$ cat config.mk
export PLATFORM = sky130hd
export DESIGN_NAME = eye_blink_animation_renderer
export DESIGN_NICKNAME = d
export VERILOG_FILES = /design/src/rtl/ebar_pkg.sv /design/src/rtl/eye_blink_animation_renderer.sv
export VERILOG_INCLUDE_DIRS = /design/src /design/src/rtl
export SDC_FILE = /design/constraint.sdc
export NUM_CORES = 1
export LEC_CHECK = 0
export BUFFER_PORTS_ARGS = -buffer_cell sky130_fd_sc_hd__buf_2
export CORE_ASPECT_RATIO = 0.7
export CORE_UTILIZATION = 35
export CTS_CLUSTER_SIZE = 12
export DETAILED_ROUTE_END_ITERATION = 6
export PLACE_DENSITY = 0.59
export SKIP_CTS_REPAIR_TIMING = 1
export SLEW_MARGIN = 20
export SYNTH_ARGS = -nofsm -noshare
export SYNTH_HDL_FRONTEND = slang
export SYNTH_SLANG_ARGS = --single-unit
export TNS_END_PERCENT = 30
$ cat constraint.sdc
create_clock -name clk -period 9.5 [get_ports clk]
set_input_delay 1.9 -clock clk [delete_from_list [all_inputs] [get_ports clk]]
set_output_delay 1.9 -clock clk [all_outputs]
set_load 0.05 [all_outputs]
$ cat src/rtl/eye_blink_animation_renderer_macros.svh
// ----------------------------------------------------------------------------
// Eye blink renderer assertion macros
// Shared property shorthands for the renderer's concurrent checks.
// ----------------------------------------------------------------------------
`ifndef EYE_BLINK_ANIMATION_RENDERER_MACROS_SVH
`define EYE_BLINK_ANIMATION_RENDERER_MACROS_SVH

// same-cycle implication, disabled in reset
`define EBAR_ASSERT_IMP(label, clk, rst_n, ante, cons) \
  label: assert property (@(posedge clk) disable iff (!rst_n) (ante) |-> (cons)) \
    else $error("eye blink renderer check failed");

// next-cycle implication, disabled in reset
`define EBAR_ASSERT_NXT(label, clk, rst_n, ante, cons) \
  label: assert property (@(posedge clk) disable iff (!rst_n) (ante) |=> (cons)) \
    else $error("eye blink renderer check failed");

`endif

$ cat src/rtl/ebar_pkg.sv
// ----------------------------------------------------------------------------
// Eye blink renderer package
// Types, operation codes and register indexes of the eye blink renderer.
// ----------------------------------------------------------------------------
package ebar_pkg;

  localparam int COLUMNS = 32;

  localparam int IN_DATA_W  = 40;
  localparam int IN_USER_W  = 2;
  localparam int OUT_DATA_W = 40;
  localparam int OUT_USER_W = 1;
  localparam int CFG_IDX_W  = 3;
  localparam int CFG_DATA_W = 16;

  localparam logic [15:0] CONTRACT_LEAD = 16'd150;

  localparam logic [1:0] FN_BEGIN  = 2'd0;
  localparam logic [1:0] FN_TOUCH  = 2'd1;
  localparam logic [1:0] FN_UPDATE = 2'd2;
  localparam logic [1:0] FN_RENDER = 2'd3;

  localparam logic [1:0] GZ_LEFT  = 2'd1;
  localparam logic [1:0] GZ_RIGHT = 2'd2;

  localparam logic [CFG_IDX_W-1:0] CFG_OPEN        = 3'd0;
  localparam logic [CFG_IDX_W-1:0] CFG_HOLD        = 3'd1;
  localparam logic [CFG_IDX_W-1:0] CFG_CLOSE       = 3'd2;
  localparam logic [CFG_IDX_W-1:0] CFG_GREET_OPEN  = 3'd3;
  localparam logic [CFG_IDX_W-1:0] CFG_GREET_HOLD  = 3'd4;
  localparam logic [CFG_IDX_W-1:0] CFG_GREET_CLOSE = 3'd5;

  typedef enum logic [2:0] {
    PH_IDLE,
    PH_OPENING,
    PH_OPEN,
    PH_CLOSING,
    PH_FINISHED
  } phase_t;

  typedef enum logic [2:0] {
    S_IDLE,
    S_UPDATE,
    S_SETUP,
    S_DIVIDE,
    S_START,
    S_EMIT
  } seq_state_t;

endpackage

$ cat src/rtl/eye_blink_animation_renderer.sv
// ----------------------------------------------------------------------------
// Eye blink animation renderer
// Phase sequencer, clip divider and row generator for a 16-row eye matrix.
// ----------------------------------------------------------------------------
// Requests are taken one at a time; in_tready is high only while the block is
// idle. Begin and touch complete in the cycle they are taken. An update forms
// elapsed time on acceptance and steps the phase in the next cycle. A render
// then adds a setup state, the steps of the shared compare-subtract divider
// that work out the clip rows (skipped when no clip applies), a load state and
// then sixteen row results, one per cycle while out_tready stays high. The row
// unit draws all columns of one row per cycle, so the output rate sets the
// tail of a render.
`include "eye_blink_animation_renderer_macros.svh"

module eye_blink_animation_renderer (
  input  logic                            clk,
  input  logic                            rst_n,
  input  logic                            in_tvalid,
  output logic                            in_tready,
  // gaze[1:0], greeting[2], random_bits[5:3], now_ms[37:6], zero pad [39:38]
  input  logic [ebar_pkg::IN_DATA_W-1:0]  in_tdata,
  // func[1:0]
  input  logic [ebar_pkg::IN_USER_W-1:0]  in_tuser,
  output logic                            out_tvalid,
  input  logic                            out_tready,
  // row_index[3:0], pixel_row[35:4], zero pad [39:36]
  output logic [ebar_pkg::OUT_DATA_W-1:0] out_tdata,
  // active[0]
  output logic [ebar_pkg::OUT_USER_W-1:0] out_tuser,
  output logic                            out_tlast,
  input  logic                            cfg_valid,
  output logic                            cfg_ready,
  input  logic [ebar_pkg::CFG_IDX_W-1:0]  cfg_index,
  input  logic [ebar_pkg::CFG_DATA_W-1:0] cfg_data
);

  import ebar_pkg::*;

  // configuration
  logic [15:0] open_r, hold_r, close_r, gopen_r, ghold_r, gclose_r;

  // animation state
  phase_t            phase_r, phase_nxt;
  logic [1:0]        gaze_r, gaze_nxt;
  logic [31:0]       start_r, start_nxt;
  logic [2:0]        radius_r, radius_nxt;
  logic signed [2:0] shift_r, shift_nxt;
  logic              greet_r, greet_nxt;
  logic              contracted_r, contracted_nxt;

  // sequencer and working registers
  seq_state_t  state_r, state_nxt;
  logic [1:0]  func_r, func_nxt;
  logic [31:0] now_r, now_nxt;
  logic [31:0] elapsed_r, elapsed_nxt;
  logic        act_r, act_nxt;
  logic [3:0]  clip_r, clip_nxt;
  logic [16:0] rem_r, rem_nxt;
  logic [15:0] div_r, div_nxt;
  logic [3:0]  quo_r, quo_nxt;
  logic [1:0]  step_r, step_nxt;
  logic [3:0]  row_r, row_nxt;

  // output register
  logic        out_valid_r, out_valid_nxt;
  logic [3:0]  out_row_r, out_row_nxt;
  logic [31:0] out_pix_r, out_pix_nxt;
  logic        out_act_r, out_act_nxt;
  logic        out_last_r, out_last_nxt;

  logic        in_acc, out_acc;
  logic [1:0]  in_func;
  logic [1:0]  in_gaze;
  logic        in_greet;
  logic [2:0]  in_rnd;
  logic [31:0] in_now;

  logic [15:0] dur_open, dur_hold, dur_close, dur_sel;
  logic        el_hi;
  logic        ge_open, ge_hold, ge_close, ge_sel, ge_lead;
  logic [16:0] trial;
  logic        trial_ge;
  logic [3:0]  load_row;
  logic [3:0]  load_bottom;
  logic [31:0] load_bits;

  assign in_func  = in_tuser[1:0];
  assign in_gaze  = in_tdata[1:0];
  assign in_greet = in_tdata[2];
  assign in_rnd   = in_tdata[5:3];
  assign in_now   = in_tdata[37:6];

  assign in_tready  = (state_r == S_IDLE);
  assign in_acc     = in_tvalid && in_tready;
  assign out_acc    = out_valid_r && out_tready;
  assign cfg_ready  = 1'b1;
  assign out_tvalid = out_valid_r;
  assign out_tdata  = {4'b0, out_pix_r, out_row_r};
  assign out_tuser  = out_act_r;
  assign out_tlast  = out_last_r;

  assign dur_open  = greet_r ? gopen_r  : open_r;
  assign dur_hold  = greet_r ? ghold_r  : hold_r;
  assign dur_close = greet_r ? gclose_r : close_r;
  assign dur_sel   = (phase_r == PH_OPENING) ? dur_open : dur_close;

  assign el_hi    = (elapsed_r[31:16] != 16'd0);
  assign ge_open  = el_hi || (elapsed_r[15:0] >= dur_open);
  assign ge_hold  = el_hi || (elapsed_r[15:0] >= dur_hold);
  assign ge_close = el_hi || (elapsed_r[15:0] >= dur_close);
  assign ge_sel   = el_hi || (elapsed_r[15:0] >= dur_sel);
  assign ge_lead  = (dur_hold >= CONTRACT_LEAD) &&
                    (el_hi || (elapsed_r[15:0] >= (dur_hold - CONTRACT_LEAD)));

  // shared compare-subtract step of the clip divider
  assign trial    = (step_r == 2'd0) ? rem_r : {rem_r[15:0], 1'b0};
  assign trial_ge = (trial >= {1'b0, div_r});

  function automatic logic [31:0] row_bits(logic [3:0] y, logic [1:0] gz,
                                           logic signed [2:0] sh, logic [2:0] rad);
    logic [31:0]        bits;
    logic signed [11:0] dx, dy, px, py, pcx, pcy, rr, s_eye, s_iris, s_pup;
    bits = 32'd0;
    case (gz)
      GZ_LEFT:  pcx = 12'sd12;
      GZ_RIGHT: pcx = 12'sd18;
      default:  pcx = 12'sd15;
    endcase
    pcy = 12'sd7 + 12'(sh);
    rr  = signed'({9'b0, rad}) * signed'({9'b0, rad});
    dy  = signed'({8'b0, y}) - 12'sd7;
    py  = signed'({8'b0, y}) - pcy;
    for (int x = 0; x < 32; x++) begin
      dx     = signed'(12'(x)) - 12'sd15;
      px     = signed'(12'(x)) - pcx;
      s_eye  = dx * dx + 12'sd4 * dy * dy;
      s_iris = dx * dx + dy * dy;
      s_pup  = px * px + py * py;
      if (x < COLUMNS) begin
        bits[x] = ((s_eye <= 12'sd196) && !(s_iris <= 12'sd36)) || (s_pup <= rr);
      end
    end
    return bits;
  endfunction

  assign load_row    = (state_r == S_EMIT) ? (row_r + 4'd1) : 4'd0;
  assign load_bottom = 4'd15 - clip_r;
  assign load_bits   = (act_r && (load_row >= clip_r) && (load_row <= load_bottom)) ?
                       row_bits(load_row, gaze_r, shift_r, radius_r) : 32'd0;

  always_comb begin
    state_nxt      = state_r;
    phase_nxt      = phase_r;
    gaze_nxt       = gaze_r;
    start_nxt      = start_r;
    radius_nxt     = radius_r;
    shift_nxt      = shift_r;
    greet_nxt      = greet_r;
    contracted_nxt = contracted_r;
    func_nxt       = func_r;
    now_nxt        = now_r;
    elapsed_nxt    = elapsed_r;
    act_nxt        = act_r;
    clip_nxt       = clip_r;
    rem_nxt        = rem_r;
    div_nxt        = div_r;
    quo_nxt        = quo_r;
    step_nxt       = step_r;
    row_nxt        = row_r;
    out_valid_nxt  = out_valid_r;
    out_row_nxt    = out_row_r;
    out_pix_nxt    = out_pix_r;
    out_act_nxt    = out_act_r;
    out_last_nxt   = out_last_r;

    case (state_r)
      S_IDLE: begin
        if (in_acc) begin
          case (in_func)
            FN_BEGIN: begin
              gaze_nxt       = in_gaze;
              greet_nxt      = in_greet;
              phase_nxt      = PH_OPENING;
              start_nxt      = in_now;
              contracted_nxt = 1'b0;
              radius_nxt     = 3'd3 + {2'b0, in_rnd[0]};
              shift_nxt      = signed'({1'b0, in_rnd[2:1]}) - 3'sd1;
            end
            FN_TOUCH: begin
              gaze_nxt       = in_gaze;
              phase_nxt      = PH_OPENING;
              start_nxt      = in_now;
              contracted_nxt = 1'b0;
              if (greet_r && (radius_r < 3'd3)) begin
                radius_nxt = 3'd3;
              end
            end
            default: begin
              func_nxt    = in_func;
              now_nxt     = in_now;
              elapsed_nxt = in_now - start_r;
              state_nxt   = S_UPDATE;
            end
          endcase
        end
      end

      S_UPDATE: begin
        case (phase_r)
          PH_OPENING: begin
            if (ge_open) begin
              phase_nxt   = PH_OPEN;
              start_nxt   = now_r;
              elapsed_nxt = 32'd0;
            end
          end
          PH_OPEN: begin
            if (greet_r && !contracted_r && ge_lead) begin
              contracted_nxt = 1'b1;
              if (radius_r > 3'd2) begin
                radius_nxt = radius_r - 3'd1;
              end
            end
            if (ge_hold) begin
              phase_nxt   = PH_CLOSING;
              start_nxt   = now_r;
              elapsed_nxt = 32'd0;
            end
          end
          PH_CLOSING: begin
            if (ge_close) begin
              phase_nxt = PH_FINISHED;
            end
          end
          default: begin
          end
        endcase
        state_nxt = (func_r == FN_RENDER) ? S_SETUP : S_IDLE;
      end

      S_SETUP: begin
        act_nxt  = (phase_r == PH_OPENING) || (phase_r == PH_OPEN) ||
                   (phase_r == PH_CLOSING);
        clip_nxt = 4'd0;
        div_nxt  = dur_sel;
        step_nxt = 2'd0;
        quo_nxt  = 4'd0;
        if (phase_r == PH_OPENING) begin
          rem_nxt = ge_sel ? 17'd0 : {1'b0, dur_sel - elapsed_r[15:0]};
        end else begin
          rem_nxt = ge_sel ? {1'b0, dur_sel} : {1'b0, elapsed_r[15:0]};
        end
        if (((phase_r == PH_OPENING) || (phase_r == PH_CLOSING)) && (dur_sel != 16'd0)) begin
          state_nxt = S_DIVIDE;
        end else begin
          state_nxt = S_START;
        end
      end

      S_DIVIDE: begin
        rem_nxt  = trial_ge ? (trial - {1'b0, div_r}) : trial;
        quo_nxt  = {quo_r[2:0], trial_ge};
        step_nxt = step_r + 2'd1;
        if (step_r == 2'd3) begin
          clip_nxt  = {quo_r[2:0], trial_ge};
          state_nxt = S_START;
        end
      end

      S_START: begin
        row_nxt       = 4'd0;
        out_valid_nxt = 1'b1;
        out_row_nxt   = load_row;
        out_pix_nxt   = load_bits;
        out_act_nxt   = act_r;
        out_last_nxt  = 1'b0;
        state_nxt     = S_EMIT;
      end

      S_EMIT: begin
        if (out_acc) begin
          if (row_r == 4'd15) begin
            out_valid_nxt = 1'b0;
            state_nxt     = S_IDLE;
          end else begin
            // advance to the next row
            row_nxt      = load_row;
            out_row_nxt  = load_row;
            out_pix_nxt  = load_bits;
            out_last_nxt = (load_row == 4'd15);
          end
        end
      end

      default: begin
        state_nxt = S_IDLE;
      end
    endcase
  end

  always_ff @(posedge clk) begin
    if (!rst_n) begin
      state_r      <= S_IDLE;
      phase_r      <= PH_IDLE;
      gaze_r       <= 2'd0;
      start_r      <= 32'd0;
      radius_r     <= 3'd3;
      shift_r      <= 3'sd0;
      greet_r      <= 1'b0;
      contracted_r <= 1'b0;
      out_valid_r  <= 1'b0;
      step_r       <= 2'd0;
      row_r        <= 4'd0;
    end else begin
      state_r      <= state_nxt;
      phase_r      <= phase_nxt;
      gaze_r       <= gaze_nxt;
      start_r      <= start_nxt;
      radius_r     <= radius_nxt;
      shift_r      <= shift_nxt;
      greet_r      <= greet_nxt;
      contracted_r <= contracted_nxt;
      out_valid_r  <= out_valid_nxt;
      step_r       <= step_nxt;
      row_r        <= row_nxt;
    end
  end

  always_ff @(posedge clk) begin
    func_r     <= func_nxt;
    now_r      <= now_nxt;
    elapsed_r  <= elapsed_nxt;
    act_r      <= act_nxt;
    clip_r     <= clip_nxt;
    rem_r      <= rem_nxt;
    div_r      <= div_nxt;
    quo_r      <= quo_nxt;
    out_row_r  <= out_row_nxt;
    out_pix_r  <= out_pix_nxt;
    out_act_r  <= out_act_nxt;
    out_last_r <= out_last_nxt;
  end

  // configuration registers; unknown indexes are dropped
  always_ff @(posedge clk) begin
    if (!rst_n) begin
      open_r   <= 16'd200;
      hold_r   <= 16'd1000;
      close_r  <= 16'd200;
      gopen_r  <= 16'd400;
      ghold_r  <= 16'd2000;
      gclose_r <= 16'd400;
    end else if (cfg_valid && cfg_ready) begin
      case (cfg_index)
        CFG_OPEN:        open_r   <= cfg_data;
        CFG_HOLD:        hold_r   <= cfg_data;
        CFG_CLOSE:       close_r  <= cfg_data;
        CFG_GREET_OPEN:  gopen_r  <= cfg_data;
        CFG_GREET_HOLD:  ghold_r  <= cfg_data;
        CFG_GREET_CLOSE: gclose_r <= cfg_data;
        default: begin
        end
      endcase
    end
  end

  `EBAR_ASSERT_IMP(a_no_take_while_busy, clk, rst_n, in_tready, !out_tvalid)
  `EBAR_ASSERT_NXT(a_last_ends_burst, clk, rst_n, out_tvalid && out_tready && out_tlast, !out_tvalid)
  `EBAR_ASSERT_NXT(a_burst_continues, clk, rst_n, out_tvalid && out_tready && !out_tlast, out_tvalid)
  `EBAR_ASSERT_IMP(a_inactive_blank, clk, rst_n, out_tvalid && !out_tuser[0], out_tdata[35:4] == 32'd0)
  `EBAR_ASSERT_IMP(a_last_on_row15, clk, rst_n, out_tvalid, out_tlast == (out_tdata[3:0] == 4'd15))

endmodule

# == After elaboration in Yosys (flattened, before gate mapping) ==
# Cells that the tools add are included.
# op_classes
muxes,69
n_shift,0
multipliers,36
bitwise,1
addsub,109
eq_ne,37
reduce_logical,112
n_lt_le_gt_ge,77
div,0
# op_table
op,n
adder 12 bit,32
less-or-equal comparator 12 x 7 -> 1 bit,32
multiplier 12 x 12 -> 12 bit,32
2-to-1 mux 32 bit,11
one-hot mux 32 bit (2 select lines),5
less-or-equal comparator 12 x 9 -> 1 bit (second input constant),17
subtractor 6 x 12 -> 12 bit (first input constant),16
less-or-equal comparator 12 x 7 -> 1 bit (second input constant),15
2-to-1 mux 16 bit,7
subtractor 5 x 12 -> 12 bit (first input constant),8
>= comparator 16 bit,5
adder 8 x 12 -> 12 bit (first input constant),4
adder 9 x 12 -> 12 bit (first input constant),4
2-to-1 mux 3 bit,16
subtractor 4 x 12 -> 12 bit (first input constant),4
adder 8 x 10 -> 11 bit (first input constant),4
adder 9 x 10 -> 11 bit (first input constant),4
logical OR 1 bit,40
2-to-1 mux 17 bit,2
one-hot mux 17 bit (2 select lines),1
nonzero test 16 bit,2
subtractor 32 bit,1
logical AND 1 bit,26
adder 6 x 12 -> 12 bit (first input constant),2
69 further kinds,151
# word_totals
out_inout_bits,45
reg_bits,296
wordCells,470
mem_bits_ro,0
mem_count,0
input_bits,66
latchBits,0
ramBits,0

# == Depth between registers and ports, before layout ==
# depth
ltp_word,13
ltp_mapped,41
ltp_nobuf,40

# == Worst setup path before layout ==
# OpenSTA, ideal clock, no wires.
# synth_timing
kind,register to register
start,reg state_r[1]
end,"reg out_pix_r[17], data pin"
n_path_buf,2
required_ns,9.353
setup_slack_ns,-0.191
t_arrival_ns,9.545
synth_period_minus_slack_ns,9.691
path_stages_with_launch,38
setup_time_ns,0.147
cell_sequence,dfxtp_1 clkbuf_1 nor2b_1 and3_1 clkbuf_1 ha_1 inv_1 fa_1 nor2_1 nor2_1 xor2_1 and2_1 fa_1 fa_1 inv_1 fa_1 fa_1 inv_1 [... 2 more ...] ha_1 xnor2_1 ha_1 inv_1 ha_1 inv_1 fa_1 inv_1 ha_1 ha_1 a21o_1 a21oi_1 mux2_2 nor3_1 a21oi_1 nor4b_1 a21oi_1 a21oi_1
# synth_via
elab_chain_len,13
elab_cells_between_ends,25
cone_classes,add/sub: 5; mul: 3; order compare: 5; eq/ne: 2; mux: 5; reduce/logical: 5
# synth_rtl
element,line_no,text
start: declaration,eye_blink_animation_renderer.sv:52,"seq_state_t state_r, state_nxt;"
start signal: assignment,eye_blink_animation_renderer.sv:315,state_r <= state_nxt;
equality test 3 bit (*),eye_blink_animation_renderer.sv:146,assign load_row = (state_r == S_EMIT) ? (row_r + 4'd1) : 4'd0;
2-to-1 mux 4 bit (*),eye_blink_animation_renderer.sv:146,
named net load_row[2],eye_blink_animation_renderer.sv:83,logic [3:0] load_row;
branches (longest 7 deep; another with multiplier 6 x 6 -> 12 bit),n/a,
2-to-1 mux 32 bit (*),eye_blink_animation_renderer.sv:148,assign load_bits = (act_r && (load_row >= clip_r) && (load_row <= load_bottom)) ?
2-to-1 mux 32 bit,eye_blink_animation_renderer.sv:282,if (row_r == 4'd15) begin
2-to-1 mux 32 bit,eye_blink_animation_renderer.sv:281,if (out_acc) begin
one-hot mux 32 bit (2 select lines) (*),eye_blink_animation_renderer.sv:176,case (state_r)
end signal: assignment,eye_blink_animation_renderer.sv:339,out_pix_r <= out_pix_nxt;
end: declaration,eye_blink_animation_renderer.sv:67,"logic [31:0] out_pix_r, out_pix_nxt;"
# Mark *: on every way through the listed nets, which the timed path passes. The select of a mux whose other input is x is not followed.
# A chain may end at the register's enable or synchronous reset.

# == Final worst setup path ==
# layout_timing
start,reg row_r[1]
end,"reg out_pix_r[10], data pin"
# layout_via
elab_chain_len,13
elab_cells_between_ends,24
cone_classes,add/sub: 6; mul: 3; order compare: 5; mux: 5; reduce/logical: 5
# layout_rtl
element,line_no,text
start: declaration,eye_blink_animation_renderer.sv:62,"logic [3:0] row_r, row_nxt;"
start signal: assignment,eye_blink_animation_renderer.sv:325,row_r <= row_nxt;
adder 4 x 1 -> 4 bit (*),eye_blink_animation_renderer.sv:146,
2-to-1 mux 4 bit (*),eye_blink_animation_renderer.sv:146,
branches (longest 7 deep; another with multiplier 6 x 6 -> 12 bit),n/a,
2-to-1 mux 32 bit (*),eye_blink_animation_renderer.sv:148,
2-to-1 mux 32 bit,eye_blink_animation_renderer.sv:282,
2-to-1 mux 32 bit,eye_blink_animation_renderer.sv:281,
one-hot mux 32 bit (2 select lines) (*),eye_blink_animation_renderer.sv:176,
# Mark *: on every way between the ends. The select of a mux whose other input is x is not followed.

==> impl_table.tex <==
\begin{tabular}{lr}
\hline
Metric & Value \\
\hline
\multicolumn{2}{l}{\textbf{Timing}} \\
\quad Upper clock frequency limit & 107 MHz \\
\quad Final worst path period need & 9.38 ns \\
\quad Hold Violations, Final & 0 \\
\quad Setup clock skew after layout & 0.0669 ns \\
\quad Measured slew at the worst slew-check pin & 1.17 ns \\
\quad Fraction of the cycle the final worst path needs & 0.987 \\
\quad Setup repair after global routing missed its margin & true \\
\quad Post-Route Hold Slack & 0.453 ns \\
\quad Final setup violation count & 0 \\
\quad Worst relative slew slack & 0.217 \\
\quad Final Max Slew Viols & 0 \\
\quad Final worst-path setup slack & 0.122 ns \\
\multicolumn{2}{l}{\textbf{Yosys}} \\
\quad Synthesized flop and latch total & 296 \\
\quad Number of synthesized flops with an enable pin & 145 \\
\quad Primary FF master, synth & sky130\_fd\_sc\_hd\_\_dfxtp\_1 \\
\quad Average instance area after synthesis & 8.74 sq um \\
\quad Share of synthesized area occupied by flip-flops and latches & 0.143 \\
\quad Share of synthesized registers carrying an async set or reset & 0 \\
\quad Number of cells produced by synthesis & 5891 \\
\quad Number of different library cells in the post-synthesis netlist & 91 \\
\quad Post-synthesis instance area & 51500 sq um \\
\quad Syn. warnings & 0 \\
\multicolumn{2}{l}{\textbf{Min path}} \\
\quad Hold Path Class & register to register \\
\quad Min-Delay Endpoint & ghold\_r[11] \\
\quad Worst hold stages & 2 \\
\quad Hold Crit Start & ghold\_r[11] \\
\multicolumn{2}{l}{\textbf{Floorplan}} \\
\quad Core outline area & 146000 sq um \\
\quad Standard-cell row count & 117 \\
\quad Die width & 460 microns \\
\quad Initial Util & 0.353 \\
\quad Die outline height & 323 microns \\
\quad Full die area & 149000 sq um \\
\quad Number of top-level pins & 111 \\
\multicolumn{2}{l}{\textbf{Placed design}} \\
\quad Global placement routability congestion & 0.959 \\
\quad Count of input and output buffers & 103 \\
\quad Minimum setup slack after placement & -0.166 ns \\
\quad Cell count after placement & 8074 \\
\quad Estimated wirelength of the detail-placed design & 132000 microns \\
\multicolumn{2}{l}{\textbf{Final layout}} \\
\quad Most common cell after layout, fill and taps aside & sky130\_fd\_sc\_hd\_\_inv\_1 \\
\quad Number of filler cells placed in the layout & 14500 \\
\quad Share of post-route cells with drive strength above 1 & 0.105 \\
\quad Final core occ & 0.396 \\
\quad Final std cells w/o fill & 8146 \\
\quad Post-layout net count & 7690 \\
\quad Area grow syn2layout & 12.2\% \\
\quad Highest-count cells in the layout ignoring fill and taps & sky130\_fd\_sc\_hd\_\_inv\_1 (1070), sky130\_fd\_sc\_hd\_\_ha\_1 (993), sky130\_fd\_sc\_hd\_\_fa\_1 (449) \\
\multicolumn{2}{l}{\textbf{GRT}} \\
\quad Initial antenna violation count & 12 \\
\quad Total global-route track usage & 0.221 \\
\quad Gr ovfl total & 0 \\
\quad Pin count of the biggest net entering global routing & 78 \\
\quad Global-route wire length before repair & 250000 microns \\
\quad Via count of the first global-routing pass & 40900 \\
\multicolumn{2}{l}{\textbf{Drt}} \\
\quad Post-detailed-route via-to-cell ratio & 5.16 \\
\quad Wire length after detailed routing & 165000 microns \\
\quad Wire per inst & 20.2 microns \\
\quad First-pass detailed-route iteration total & 6 \\
\quad Vias & 42000 \\
\quad Remaining DRCs & 0 \\
\quad Number of routed nets with antenna violations & 0 \\
\quad Detailed router's first-iteration violation count & 3573 \\
\multicolumn{2}{l}{\textbf{Clock network}} \\
\quad Level count of the clock H-tree & 2 \\
\quad Clk\_lat worst skew & 0.62 ns \\
\quad Clock Sink Count & 296 \\
\quad Clock buffers created by TritonCTS & 35 \\
\quad Clock tree root driver cell & sky130\_fd\_sc\_hd\_\_clkbuf\_16 \\
\quad Clock-pin slew on the worst setup and hold paths & 0.06 ns \\
\quad Maximum clock insertion buffer count & 3 \\
\quad TritonCTS clock tree & done \\
\multicolumn{2}{l}{\textbf{Worst setup path}} \\
\quad Crit start category & register \\
\quad Data arrival time of the worst path & 9.67 ns \\
\quad Critical R2R Capture & out\_pix\_r[10] \\
\quad Critical R2R Launch & row\_r[1] \\
\quad Critical path capture point type & register \\
\quad Required arrival time at the worst endpoint & 9.79 ns \\
\quad Setup slack of the worst register-to-register path & 0.12 ns \\
\quad Delay of the slowest cell on the worst path & 0.62 ns \\
\quad Category of the critical setup timing path & register to register \\
\quad R2R cell count & 39 \\
\quad Slowest CP cell & sky130\_fd\_sc\_hd\_\_fa\_2 \\
\quad Most frequent cell on the critical path & sky130\_fd\_sc\_hd\_\_fa\_1 \\
\quad Crit-path max FO & 4 \\
\multicolumn{2}{l}{\textbf{Job}} \\
\quad Maximum capacitance violations & 0 \\
\multicolumn{2}{l}{\textbf{Run status}} \\
\quad Outcome & completed \\
\hline
\end{tabular}
-- through the flow --
step	cell area [sq um]	setup TNS, ns
6_report	57700	0
4_1_cts	57200	-0.378
5_1_grt	57700	-1.87
3_5_place_dp	56000	-0.507
3_3_place_gp	56000	0
2_1_floorplan	51600	-0.290
-- area by class of cell --
type | instances | area [sq um] | area share
Sequential cell | 296 | 7380 | 0.128
Tap cell | 1963 | 2460 | 0.0426
Antenna cell | 4 | 10.0 | 0.000173
Inverter | 1096 | 4120 | 0.0714
Clock buffer | 53 | 1060 | 0.0183
Multi-Input combinational cell | 4351 | 39900 | 0.691
Clock inverter | 9 | 123 | 0.00212
Timing Repair Buffer | 374 | 2700 | 0.0467
-- cells in the mapped netlist (6+ instances only) --
cell                        number  area (sq um)
sky130_fd_sc_hd__clkbuf_1      133           499
sky130_fd_sc_hd__a311oi_1       33           289
sky130_fd_sc_hd__a211o_1         9          78.8
sky130_fd_sc_hd__edfxtp_1      145          4350
sky130_fd_sc_hd__and2_1         18           113
sky130_fd_sc_hd__nor2_1        304          1140
sky130_fd_sc_hd__a2111oi_0       9          78.8
sky130_fd_sc_hd__a31oi_1        51           319
sky130_fd_sc_hd__nand2_1       436          1640
sky130_fd_sc_hd__a211oi_1       43           323
sky130_fd_sc_hd__o21a_1         30           225
sky130_fd_sc_hd__or4_1           6          45.0
sky130_fd_sc_hd__ha_1         1016         12700
sky130_fd_sc_hd__a22oi_1         9          67.6
sky130_fd_sc_hd__buf_1           8          30.0
sky130_fd_sc_hd__and3_1         21           131
sky130_fd_sc_hd__a21oi_1       385          1930
sky130_fd_sc_hd__xor2_1         80           701
sky130_fd_sc_hd__o31ai_1        24           180
sky130_fd_sc_hd__dfxtp_1       151          3020
sky130_fd_sc_hd__fa_1          454          9090
sky130_fd_sc_hd__nor4_1         23           144
sky130_fd_sc_hd__o21bai_1       34           255
sky130_fd_sc_hd__a41oi_1        11          96.3
sky130_fd_sc_hd__o211ai_1       24           180
sky130_fd_sc_hd__mux2i_1        69           691
sky130_fd_sc_hd__nand3_1        87           435
sky130_fd_sc_hd__o22ai_1        17           106
sky130_fd_sc_hd__nor3b_1        10          75.1
sky130_fd_sc_hd__nor4b_1        23           201
sky130_fd_sc_hd__inv_1        1088          4080
sky130_fd_sc_hd__xnor2_1       310          2720
sky130_fd_sc_hd__o21ai_0       189           946
sky130_fd_sc_hd__mux2_2         26           293
sky130_fd_sc_hd__nor3_1         65           325
sky130_fd_sc_hd__buf_2          28           140
sky130_fd_sc_hd__nor2b_1        90           563
sky130_fd_sc_hd__nand4_1        36           225
sky130_fd_sc_hd__nand3b_1        8          60.1
sky130_fd_sc_hd__buf_4          10          75.1
sky130_fd_sc_hd__or3_1          12          75.1
sky130_fd_sc_hd__a21o_1        128           961
sky130_fd_sc_hd__or2_2          57           357
sky130_fd_sc_hd__nand2b_1       85           532
-- routing by layer --
layer	track usage	up-vias	routed length [microns]
met5	0	-	27
met4	0.0488	4	3960
met3	0.0528	179	15100
met2	0.326	1262	68300
met1	0.323	20500	77500
li1	-	20100	-
-- worst max path at each step --
stage / start / to / slack (ns) / cells after the start
6_report: row_r[1] / out_pix_r[10] / 0.12 / 39
5_1_grt: row_r[1] / out_pix_r[8] / -0.20 / 39
4_1_cts: row_r[0] / out_pix_r[12] / -0.12 / 39
3_5_place_dp: row_r[0] / out_pix_r[12] / -0.17 / 38
3_3_place_gp: row_r[0] / out_pix_r[12] / 0.01 / 39
2_1_floorplan: state_r[1] / out_pix_r[0] / -0.12 / 39
-- state kept, by name, summed over array words and instances (netlist names), 17 cells and up --
register	count
elapsed_r	32
now_r	32
out_pix_r	32
start_r	32
rem_r	17
-- worst max-delay path, delay by kind of cell, from the launching register on --
| family | cells | cell delay, ns |
|---|---|---|
| AND/OR/NAND/NOR | 4 | 0.57 |
| flip-flops | 1 | 0.36 |
| AO/OA/AOI/OAI | 7 | 0.91 |
| XOR/XNOR | 6 | 1.26 |
| buffers and inverters | 9 | 1.07 |
| adder cells (fa/ha/maj) | 13 | 4.91 |
-- kinds of logic (layout without fill, tap and decap cells) --
| logic type | after synthesis | in the layout | synth area share |
|---|---|---|---|
| XOR/XNOR | 399 | 399 | 0.0700 |
| AO/OA/AOI/OAI | 1054 | 1054 | 0.128 |
| adder cells (fa/ha/maj) | 1470 | 1470 | 0.424 |
| AND/OR/NAND/NOR | 1299 | 1299 | 0.121 |
| multiplexers | 95 | 95 | 0.0191 |
| other | 2 | 38 | 0.000146 |
| flip-flops | 296 | 296 | 0.143 |
| buffers and inverters | 1276 | 1532 | 0.0947 |
Power is left out: the tool's default activity adds up to more than one toggle a clock period on the data nets, which glitch-free logic cannot reach.
